==> src/hw/rtl/pfs_pkg.sv <==
// pfs_pkg: widths, register indexes and reset values for the fitness statistics block
`default_nettype none

package pfs_pkg;

   // fixed field widths of the result item
   localparam int OUT_W  = 24;
   localparam int SD_W   = 23;
   localparam int IDX_W  = 10;
   localparam int BS_W   = 11;
   localparam int NODE_W = 8;

   // configuration registers
   localparam int GS_W       = 11;
   localparam int WC_W       = 8;
   localparam int CSR_DATA_W = 11;
   localparam int CSR_IDX_W  = 1;

   typedef logic [CSR_IDX_W-1:0] csr_index_type;

   localparam csr_index_type CSR_GROUP_SIZE   = 1'd0;
   localparam csr_index_type CSR_WORKER_COUNT = 1'd1;

   localparam logic [GS_W-1:0] GROUP_SIZE_RST   = 11'd16;
   localparam logic [WC_W-1:0] WORKER_COUNT_RST = 8'd4;

endpackage : pfs_pkg

`default_nettype wire

==> src/hw/rtl/population_fitness_statistics.sv <==
// population_fitness_statistics: batch min, max, mean, deviation and best tracking
`default_nettype none

// channel   dir  handshake               payload
// req       in   req_valid / req_stall   req_fitness, req_last
// rsp       out  rsp_valid / rsp_stall   min, max, mean, std_dev, best, improved, index,
//                                        node, batch size
// csr       in   csr_wr_en               csr_index, csr_wr_data
//
// An item passes accept, square and accumulate steps; req_stall is low only while idle.
// A batch end runs the mean and mean square divisions, the variance (again if negative), the
// root and, for an improved best with a nonzero group size, the node division; one shared
// subtractor yields one quotient or root bit per cycle for these divisions and the root.
// Synchronous reset clears the batch; best fitness and config registers get reset values.
// A result waits in the output register while rsp_stall is high; the next batch runs
// meanwhile and only its own result waits for that register to free up.

module population_fitness_statistics #(
   parameter int POP_MAX   = 1024,
   parameter int FIT_WIDTH = 24
) (
   input  wire logic                                clock,
   input  wire logic                                reset,
   // item input
   input  wire logic                                req_valid,
   output logic                                     req_stall,
   input  wire logic signed [FIT_WIDTH-1:0]         req_fitness,
   input  wire logic                                req_last,
   // result output
   output logic                                     rsp_valid,
   input  wire logic                                rsp_stall,
   output logic signed [pfs_pkg::OUT_W-1:0]         rsp_min_fitness,
   output logic signed [pfs_pkg::OUT_W-1:0]         rsp_max_fitness,
   output logic signed [pfs_pkg::OUT_W-1:0]         rsp_mean_fitness,
   output logic        [pfs_pkg::SD_W-1:0]          rsp_std_dev,
   output logic signed [pfs_pkg::OUT_W-1:0]         rsp_best_fitness_out,
   output logic                                     rsp_improved,
   output logic        [pfs_pkg::IDX_W-1:0]         rsp_best_index,
   output logic        [pfs_pkg::NODE_W-1:0]        rsp_best_node_out,
   output logic        [pfs_pkg::BS_W-1:0]          rsp_batch_size,
   // configuration
   input  wire logic                                csr_wr_en,
   input  wire pfs_pkg::csr_index_type              csr_index,
   input  wire logic   [pfs_pkg::CSR_DATA_W-1:0]    csr_wr_data
);

   import pfs_pkg::*;

   localparam int CNT_W  = $clog2(POP_MAX + 1);
   localparam int SUM_W  = FIT_WIDTH + CNT_W;
   localparam int P_W    = 2 * FIT_WIDTH - 1;
   localparam int SQ_W   = P_W + CNT_W;
   localparam int Q_W    = SQ_W;
   localparam int ALU_W  = P_W;
   localparam int STEP_W = $clog2(Q_W);

   localparam logic signed [FIT_WIDTH-1:0] FIT_TOP = {1'b0, {(FIT_WIDTH-1){1'b1}}};
   localparam logic [CNT_W-1:0]            CNT_END = CNT_W'(POP_MAX);

   typedef enum logic [3:0] {
      ST_IDLE,
      ST_MUL,
      ST_ADD,
      ST_MEAN_DIV,
      ST_SQ_DIV,
      ST_MEAN_SQ,
      ST_VAR,
      ST_VAR_NEG,
      ST_ROOT,
      ST_NODE_DIV,
      ST_EMIT
   } state_type;

   // sequencer and config
   state_type                   state_ff, state_in;
   logic [GS_W-1:0]             group_size_ff, group_size_in;
   logic [WC_W-1:0]             worker_count_ff, worker_count_in;

   // captured item
   logic signed [FIT_WIDTH-1:0] fit_ff, fit_in;
   logic                        last_ff, last_in;

   // batch accumulators
   logic signed [FIT_WIDTH-1:0] min_ff, min_in;
   logic signed [FIT_WIDTH-1:0] max_ff, max_in;
   logic signed [SUM_W-1:0]     sum_ff, sum_in;
   logic [SQ_W-1:0]             sq_ff, sq_in;
   logic [CNT_W-1:0]            count_ff, count_in;
   logic                        improved_ff, improved_in;

   // best across batches
   logic signed [FIT_WIDTH-1:0] best_ff, best_in;
   logic [IDX_W-1:0]            best_idx_ff, best_idx_in;
   logic [NODE_W-1:0]           best_node_ff, best_node_in;

   // end of batch working registers
   logic [P_W-1:0]              prod_ff, prod_in;
   logic [Q_W-1:0]              q_ff, q_in;
   logic [GS_W-1:0]             rem_ff, rem_in;
   logic [STEP_W-1:0]           step_ff, step_in;
   logic                        neg_ff, neg_in;
   logic signed [FIT_WIDTH-1:0] mean_ff, mean_in;
   logic [P_W-1:0]              msq_ff, msq_in;
   logic [P_W-1:0]              var_ff, var_in;
   logic [P_W-1:0]              root_ff, root_in;
   logic [P_W-1:0]              bit_ff, bit_in;
   logic [SD_W-1:0]             sd_ff, sd_in;

   // output register
   logic                        rsp_valid_ff, rsp_valid_in;
   logic signed [OUT_W-1:0]     o_min_ff, o_min_in;
   logic signed [OUT_W-1:0]     o_max_ff, o_max_in;
   logic signed [OUT_W-1:0]     o_mean_ff, o_mean_in;
   logic [SD_W-1:0]             o_sd_ff, o_sd_in;
   logic signed [OUT_W-1:0]     o_best_ff, o_best_in;
   logic                        o_improved_ff, o_improved_in;
   logic [IDX_W-1:0]            o_idx_ff, o_idx_in;
   logic [NODE_W-1:0]           o_node_ff, o_node_in;
   logic [BS_W-1:0]             o_bs_ff, o_bs_in;

   // shared datapath
   logic signed [FIT_WIDTH-1:0]   mul_op;
   logic signed [2*FIT_WIDTH-1:0] mul_full;
   logic [ALU_W-1:0]              alu_a, alu_b, alu_res;
   logic [ALU_W:0]                alu_diff;
   logic                          alu_ge;
   logic [GS_W:0]                 div_trial;
   logic [GS_W-1:0]               div_divisor;
   logic [Q_W-1:0]                div_q;
   logic [GS_W-1:0]               div_rem;
   logic [P_W-1:0]                root_next;
   logic [SUM_W-1:0]              sum_mag;
   logic [FIT_WIDTH-1:0]          mean_mag;
   logic [IDX_W:0]                node_calc;

   // shared multiplier: item square or square of the mean
   always_comb begin
      mul_op   = (state_ff == ST_MEAN_SQ) ? mean_ff : fit_ff;
      mul_full = mul_op * mul_op;
   end

   // division step operands
   always_comb begin
      div_trial   = {rem_ff, q_ff[Q_W-1]};
      div_divisor = (state_ff == ST_NODE_DIV) ? group_size_ff : GS_W'(count_ff);
   end

   // shared subtract and compare unit
   always_comb begin
      unique case (state_ff)
         ST_MEAN_DIV, ST_SQ_DIV, ST_NODE_DIV: begin
            alu_a = ALU_W'(div_trial);
            alu_b = ALU_W'(div_divisor);
         end
         ST_VAR: begin
            alu_a = msq_ff;
            alu_b = prod_ff;
         end
         ST_VAR_NEG: begin
            alu_a = prod_ff;
            alu_b = msq_ff;
         end
         ST_ROOT: begin
            alu_a = var_ff;
            alu_b = root_ff + bit_ff;
         end
         default: begin
            alu_a = '0;
            alu_b = '0;
         end
      endcase
      alu_diff = {1'b0, alu_a} - {1'b0, alu_b};
      alu_ge   = ~alu_diff[ALU_W];
      alu_res  = alu_diff[ALU_W-1:0];
   end

   // step results of the shared unit
   always_comb begin
      div_q     = {q_ff[Q_W-2:0], alu_ge};
      div_rem   = alu_ge ? alu_res[GS_W-1:0] : div_trial[GS_W-1:0];
      root_next = alu_ge ? ((root_ff >> 1) + bit_ff) : (root_ff >> 1);
      sum_mag   = sum_ff[SUM_W-1] ? SUM_W'(-sum_ff) : SUM_W'(sum_ff);
      mean_mag  = div_q[FIT_WIDTH-1:0];
      node_calc = {1'b0, div_q[IDX_W-1:0]} + (IDX_W+1)'(1);
   end

   // sequencer and next-state logic
   always_comb begin
      state_in        = state_ff;
      group_size_in   = group_size_ff;
      worker_count_in = worker_count_ff;
      fit_in          = fit_ff;
      last_in         = last_ff;
      min_in          = min_ff;
      max_in          = max_ff;
      sum_in          = sum_ff;
      sq_in           = sq_ff;
      count_in        = count_ff;
      improved_in     = improved_ff;
      best_in         = best_ff;
      best_idx_in     = best_idx_ff;
      best_node_in    = best_node_ff;
      prod_in         = prod_ff;
      q_in            = q_ff;
      rem_in          = rem_ff;
      step_in         = step_ff;
      neg_in          = neg_ff;
      mean_in         = mean_ff;
      msq_in          = msq_ff;
      var_in          = var_ff;
      root_in         = root_ff;
      bit_in          = bit_ff;
      sd_in           = sd_ff;
      rsp_valid_in    = rsp_valid_ff;
      o_min_in        = o_min_ff;
      o_max_in        = o_max_ff;
      o_mean_in       = o_mean_ff;
      o_sd_in         = o_sd_ff;
      o_best_in       = o_best_ff;
      o_improved_in   = o_improved_ff;
      o_idx_in        = o_idx_ff;
      o_node_in       = o_node_ff;
      o_bs_in         = o_bs_ff;

      // config writes
      if (csr_wr_en) begin
         unique case (csr_index)
            CSR_GROUP_SIZE:   group_size_in   = csr_wr_data[GS_W-1:0];
            CSR_WORKER_COUNT: worker_count_in = csr_wr_data[WC_W-1:0];
            default:          ;
         endcase
      end

      // output register drains
      if (rsp_valid_ff && !rsp_stall) begin
         rsp_valid_in = 1'b0;
      end

      unique case (state_ff)
         ST_IDLE: begin
            if (req_valid) begin
               fit_in   = req_fitness;
               last_in  = req_last;
               state_in = ST_MUL;
            end
         end

         // square, extremes, sum and best
         ST_MUL: begin
            prod_in = mul_full[P_W-1:0];
            if (count_ff == '0 || fit_ff < min_ff) begin
               min_in = fit_ff;
            end
            if (count_ff == '0 || fit_ff > max_ff) begin
               max_in = fit_ff;
            end
            sum_in = sum_ff + SUM_W'(fit_ff);
            if (fit_ff < best_ff) begin
               best_in     = fit_ff;
               best_idx_in = IDX_W'(count_ff);
               improved_in = 1'b1;
            end
            count_in = count_ff + CNT_W'(1);
            state_in = ST_ADD;
         end

         // square accumulation and end of batch check
         ST_ADD: begin
            sq_in = sq_ff + SQ_W'(prod_ff);
            if (last_ff || count_ff == CNT_END) begin
               q_in     = {sum_mag, {(Q_W-SUM_W){1'b0}}};
               rem_in   = '0;
               neg_in   = sum_ff[SUM_W-1];
               step_in  = STEP_W'(SUM_W - 1);
               state_in = ST_MEAN_DIV;
            end else begin
               state_in = ST_IDLE;
            end
         end

         // mean magnitude, one quotient bit a cycle
         ST_MEAN_DIV: begin
            q_in    = div_q;
            rem_in  = div_rem;
            step_in = step_ff - STEP_W'(1);
            if (step_ff == '0) begin
               mean_in  = neg_ff ? -mean_mag : mean_mag;
               q_in     = sq_ff;
               rem_in   = '0;
               step_in  = STEP_W'(Q_W - 1);
               state_in = ST_SQ_DIV;
            end
         end

         // mean square
         ST_SQ_DIV: begin
            q_in    = div_q;
            rem_in  = div_rem;
            step_in = step_ff - STEP_W'(1);
            if (step_ff == '0) begin
               msq_in   = div_q[P_W-1:0];
               state_in = ST_MEAN_SQ;
            end
         end

         ST_MEAN_SQ: begin
            prod_in  = mul_full[P_W-1:0];
            state_in = ST_VAR;
         end

         // absolute variance, second pass when negative
         ST_VAR: begin
            if (alu_ge) begin
               var_in   = alu_res;
               root_in  = '0;
               bit_in   = {1'b1, {(P_W-1){1'b0}}};
               step_in  = STEP_W'(FIT_WIDTH - 1);
               state_in = ST_ROOT;
            end else begin
               state_in = ST_VAR_NEG;
            end
         end

         ST_VAR_NEG: begin
            var_in   = alu_res;
            root_in  = '0;
            bit_in   = {1'b1, {(P_W-1){1'b0}}};
            step_in  = STEP_W'(FIT_WIDTH - 1);
            state_in = ST_ROOT;
         end

         // square root, one result bit a cycle
         ST_ROOT: begin
            if (alu_ge) begin
               var_in = alu_res;
            end
            root_in = root_next;
            bit_in  = bit_ff >> 2;
            step_in = step_ff - STEP_W'(1);
            if (step_ff == '0) begin
               if (root_next[P_W-1:FIT_WIDTH-1] != '0) begin
                  sd_in = SD_W'(FIT_TOP);
               end else begin
                  sd_in = SD_W'(root_next[FIT_WIDTH-2:0]);
               end
               if (improved_ff && group_size_ff != '0) begin
                  q_in     = {best_idx_ff, {(Q_W-IDX_W){1'b0}}};
                  rem_in   = '0;
                  step_in  = STEP_W'(IDX_W - 1);
                  state_in = ST_NODE_DIV;
               end else begin
                  state_in = ST_EMIT;
               end
            end
         end

         // source node of the best
         ST_NODE_DIV: begin
            q_in    = div_q;
            rem_in  = div_rem;
            step_in = step_ff - STEP_W'(1);
            if (step_ff == '0) begin
               if (node_calc <= (IDX_W+1)'(worker_count_ff)) begin
                  best_node_in = node_calc[NODE_W-1:0];
               end
               state_in = ST_EMIT;
            end
         end

         // load output register and clear the batch
         ST_EMIT: begin
            if (!rsp_valid_ff || !rsp_stall) begin
               rsp_valid_in  = 1'b1;
               o_min_in      = OUT_W'(min_ff);
               o_max_in      = OUT_W'(max_ff);
               o_mean_in     = OUT_W'(mean_ff);
               o_sd_in       = sd_ff;
               o_best_in     = OUT_W'(best_ff);
               o_improved_in = improved_ff;
               o_idx_in      = best_idx_ff;
               o_node_in     = best_node_ff;
               o_bs_in       = BS_W'(count_ff);
               min_in        = '0;
               max_in        = '0;
               sum_in        = '0;
               sq_in         = '0;
               count_in      = '0;
               improved_in   = 1'b0;
               state_in      = ST_IDLE;
            end
         end

         default: state_in = ST_IDLE;
      endcase
   end

   // state, accumulators and registered outputs
   always_ff @(posedge clock) begin
      if (reset) begin
         state_ff        <= ST_IDLE;
         group_size_ff   <= GROUP_SIZE_RST;
         worker_count_ff <= WORKER_COUNT_RST;
         min_ff          <= '0;
         max_ff          <= '0;
         sum_ff          <= '0;
         sq_ff           <= '0;
         count_ff        <= '0;
         improved_ff     <= 1'b0;
         best_ff         <= FIT_TOP;
         best_idx_ff     <= '0;
         best_node_ff    <= '0;
         rsp_valid_ff    <= 1'b0;
      end else begin
         state_ff        <= state_in;
         group_size_ff   <= group_size_in;
         worker_count_ff <= worker_count_in;
         min_ff          <= min_in;
         max_ff          <= max_in;
         sum_ff          <= sum_in;
         sq_ff           <= sq_in;
         count_ff        <= count_in;
         improved_ff     <= improved_in;
         best_ff         <= best_in;
         best_idx_ff     <= best_idx_in;
         best_node_ff    <= best_node_in;
         rsp_valid_ff    <= rsp_valid_in;
      end
      fit_ff        <= fit_in;
      last_ff       <= last_in;
      prod_ff       <= prod_in;
      q_ff          <= q_in;
      rem_ff        <= rem_in;
      step_ff       <= step_in;
      neg_ff        <= neg_in;
      mean_ff       <= mean_in;
      msq_ff        <= msq_in;
      var_ff        <= var_in;
      root_ff       <= root_in;
      bit_ff        <= bit_in;
      sd_ff         <= sd_in;
      o_min_ff      <= o_min_in;
      o_max_ff      <= o_max_in;
      o_mean_ff     <= o_mean_in;
      o_sd_ff       <= o_sd_in;
      o_best_ff     <= o_best_in;
      o_improved_ff <= o_improved_in;
      o_idx_ff      <= o_idx_in;
      o_node_ff     <= o_node_in;
      o_bs_ff       <= o_bs_in;
   end

   // ports
   assign req_stall            = (state_ff != ST_IDLE);
   assign rsp_valid            = rsp_valid_ff;
   assign rsp_min_fitness      = o_min_ff;
   assign rsp_max_fitness      = o_max_ff;
   assign rsp_mean_fitness     = o_mean_ff;
   assign rsp_std_dev          = o_sd_ff;
   assign rsp_best_fitness_out = o_best_ff;
   assign rsp_improved         = o_improved_ff;
   assign rsp_best_index       = o_idx_ff;
   assign rsp_best_node_out    = o_node_ff;
   assign rsp_batch_size       = o_bs_ff;

endmodule : population_fitness_statistics

`default_nettype wire

==> config.mk <==
export PLATFORM = sky130hd
export DESIGN_NAME = population_fitness_statistics
export DESIGN_NICKNAME = d
export VERILOG_FILES = /design/src/hw/rtl/pfs_pkg.sv /design/src/hw/rtl/population_fitness_statistics.sv
export SDC_FILE = /design/constraint.sdc
export NUM_CORES = 2
export LEC_CHECK = 0
export BUFFER_PORTS_ARGS = -buffer_cell sky130_fd_sc_hd__buf_2
export CAP_MARGIN = 20
export CORE_MARGIN = 2
export CORE_UTILIZATION = 50
export DETAILED_ROUTE_END_ITERATION = 16
export GPL_ROUTABILITY_DRIVEN = 0
export PLACE_DENSITY = 0.73
export SYNTH_ARGS = -nofsm -noshare
export SYNTH_HDL_FRONTEND = slang
export SYNTH_SLANG_ARGS = --single-unit
==> constraint.sdc <==
create_clock -name clock -period 9 [get_ports clock]
set_clock_uncertainty 0.1 [all_clocks]
set_input_delay 0.9 -clock clock [delete_from_list [all_inputs] [get_ports clock]]
set_output_delay 0.9 -clock clock [all_outputs]
set_load 0.03 [all_outputs]
==> flow_summary.json <==
{
  "critPathLaunchType": "flop",
  "grt_max_degree": 101,
  "overflow": 0,
  "area_growth_pct": 10.1,
  "status": "finished, final reports clean",
  "whs_ns": 0.319,
  "synth-edff-count": 508,
  "start_util_pct": 50.4,
  "syn_inst": 5888,
  "clk_path_buf_depth": 3,
  "critPathArrivalTime_ns": 8.96,
  "drive_gt1_share_pct": 8.86,
  "numCtsBuffers": 77,
  "grtUsageTotal_pct": 27.3,
  "min_period_ns": 8.68,
  "grt_pass1_vias": 44774,
  "crit_top_cell": "fa_1",
  "synth_ff_type": "edfxtp_1",
  "endpoint_kind": "flop",
  "first_iter_violations": 4621,
  "slew_headroom_pct": 28.1,
  "grt_setup_unrepaired": "no",
  "drc": 0,
  "final.period_utilization_pct": 96.5,
  "min_path_type": "reg2reg",
  "ys_types": 92,
  "nNetsFinal": 7042,
  "synth_area_um2": 58700,
  "max_freq_mhz": 115,
  "place_ws_ns": 0.0142,
  "postSynthNetCount": 6873,
  "via_count": 45144,
  "critPathRequiredTime_ns": 9.28,
  "core_um2": 116000,
  "slew_violations": 0,
  "hpwl_mm": 128,
  "antenna_left": 0,
  "row_count": 125,
  "setup_viol": 0,
  "synth_seq_cells": 727,
  "drt-wirelength-per-cell_um": 21.6,
  "yosys_warnings": 0,
  "die_h_um": 347,
  "r2r_slack_ns": 0.32,
  "cp_top_family": "adder cells",
  "chipWidth_um": 347,
  "portBuffers": 192,
  "worst_pin_slew_ns": 1.08,
  "max_stage_delay_ns": 0.62,
  "worstSetupPathType": "reg2reg",
  "cts_max_level": 3,
  "seq_area_frac_synth_pct": 33.5,
  "drv_cap": 0,
  "wirelength_mm": 165,
  "grt_pass1_wl_mm": 257,
  "antenna_found_initial": 5,
  "ios": 193,
  "clkLatencyLatePin_ns": 0.66,
  "hold_viol_final": 0,
  "first_pass_iters": 7,
  "cpMaxStageDelayCell": "fa_1",
  "cts_root_buf": "clkbuf_16",
  "async_flop_share_pct": 0,
  "vias_per_cell": 5.91,
  "die_area_um2": 120000,
  "critPathBufInv": 5,
  "cp_max_fo": 29,
  "tns_ns": 0,
  "fin_ws_ns": 0.318,
  "clkTransAtPathRegs_ns": 0.06,
  "cts_tree": "done",
  "synth_area_per_cell_um2": 9.96,
  "cts_sinks": 727
}
[routing by layer]
layer	vias up	wire length [um]	global-route usage, %
li1	20493	-	-
met1	21985	69000	38.1
met2	2271	71400	41.4
met3	391	17300	6.13
met4	4	7690	10.7
met5	-	25	0
[state kept, by name, summed over array words and instances, names as in the netlist, 23 cells and up]
name	count
root_ff	47
sd_ff	23
q_ff	58
rsp_max_fitness	24
rsp_mean_fitness	24
mean_ff	24
var_ff	47
rsp_best_fitness_out	24
prod_ff	46
best_ff	24
max_ff	24
msq_ff	47
sq_ff	58
rsp_std_dev	23
bit_ff	24
rsp_min_fitness	24
fit_ff	24
min_ff	24
sum_ff	35
[area by class of cell]
type                    count  area [um^2]
fillers                  9898        51800
multi-input cells        4182        35500
flip-flops and latches    727        19600
inverters                 747         2820
clock buffers             100         2070
repair buffers            322         1990
well taps                1524         1910
clock inverters            41          612
diodes                      2         5.00
[placed cells by master (no fill, tap or decap), drive strengths merged, types with 30 or more instances in the layout]
| cell | Yosys | routed |
|---|---|---|
| nand3 | 120 | 120 |
| nand2 | 519 | 519 |
| fa | 550 | 550 |
| nor2b | 52 | 52 |
| a22o | 30 | 30 |
| nand2b | 41 | 41 |
| a21o | 125 | 125 |
| dfxtp | 219 | 219 |
| nor3 | 55 | 55 |
| nand4 | 49 | 49 |
| o21ai | 226 | 226 |
| nor2 | 549 | 549 |
| inv | 744 | 744 |
| buf | 41 | 322 |
| and3 | 55 | 55 |
| a31oi | 57 | 57 |
| mux2i | 196 | 196 |
| xnor2 | 202 | 202 |
| a21oi | 330 | 330 |
| clkbuf | 191 | 100 |
| or3 | 33 | 33 |
| xor2 | 130 | 130 |
| a22oi | 45 | 45 |
| edfxtp | 508 | 508 |
| o21a | 30 | 30 |
| ha | 393 | 393 |
[synth_stat cells, types with 190 or more instances]
cell | number | area share [%]
inv_1 | 743 | 4.8
edfxtp_1 | 508 | 26
o21ai_0 | 223 | 1.9
clkbuf_1 | 190 | 1.2
nor2_1 | 549 | 3.5
xnor2_1 | 202 | 3.0
mux2i_1 | 196 | 3.3
fa_1 | 550 | 19
nand2_1 | 519 | 3.3
a21oi_1 | 329 | 2.8
dfxtp_1 | 219 | 7.5
ha_1 | 393 | 8.4
[what timing repair did]
action,CTS,global route
endpoints found under the hold margin,0,0
hold buffers,0,0
resized for setup,0,27
endpoints found under the setup margin,0,12
buffers inserted,0,2
[worst paths after layout]
kind / startpoint / endpoint / cells after the start
max: state_ff[3]$_SDFFE_PP0P_ / prod_ff[46]$_DFFE_PP_ / 27
min: sd_ff[13]$_SDFFCE_PP1P_ / rsp_std_dev[13]$_DFFE_PP_ / 0
max reg2reg: state_ff[3]$_SDFFE_PP0P_ / prod_ff[46]$_DFFE_PP_ / 27
min reg2reg: sd_ff[13]$_SDFFCE_PP1P_ / rsp_std_dev[13]$_DFFE_PP_ / 0
[stage by stage]
step	instances	area, um^2	utilization [%]
6_report	7645	64600	55.5
5_1_grt	7643	64600	55.5
4_1_cts	7640	64400	55.4
3_5_place_dp	7499	61800	53.1
3_3_place_gp	7497	61700	53.0
2_1_floorplan	5888	58700	-
[cell families after synthesis]
| kind of cell | synth area share, % |
|---|---|
| AND/OR/NAND/NOR | 12.1 |
| buffers and inverters | 6.29 |
| AO/OA/AOI/OAI | 12.5 |
| multiplexers | 3.61 |
| XOR/XNOR | 4.96 |
| adder cells (fa/ha/maj) | 27.1 |
| flip-flops | 33.5 |
Power is left out: the tool's default activity adds up to more than one toggle a clock period on the data nets, which glitch-free logic cannot reach.
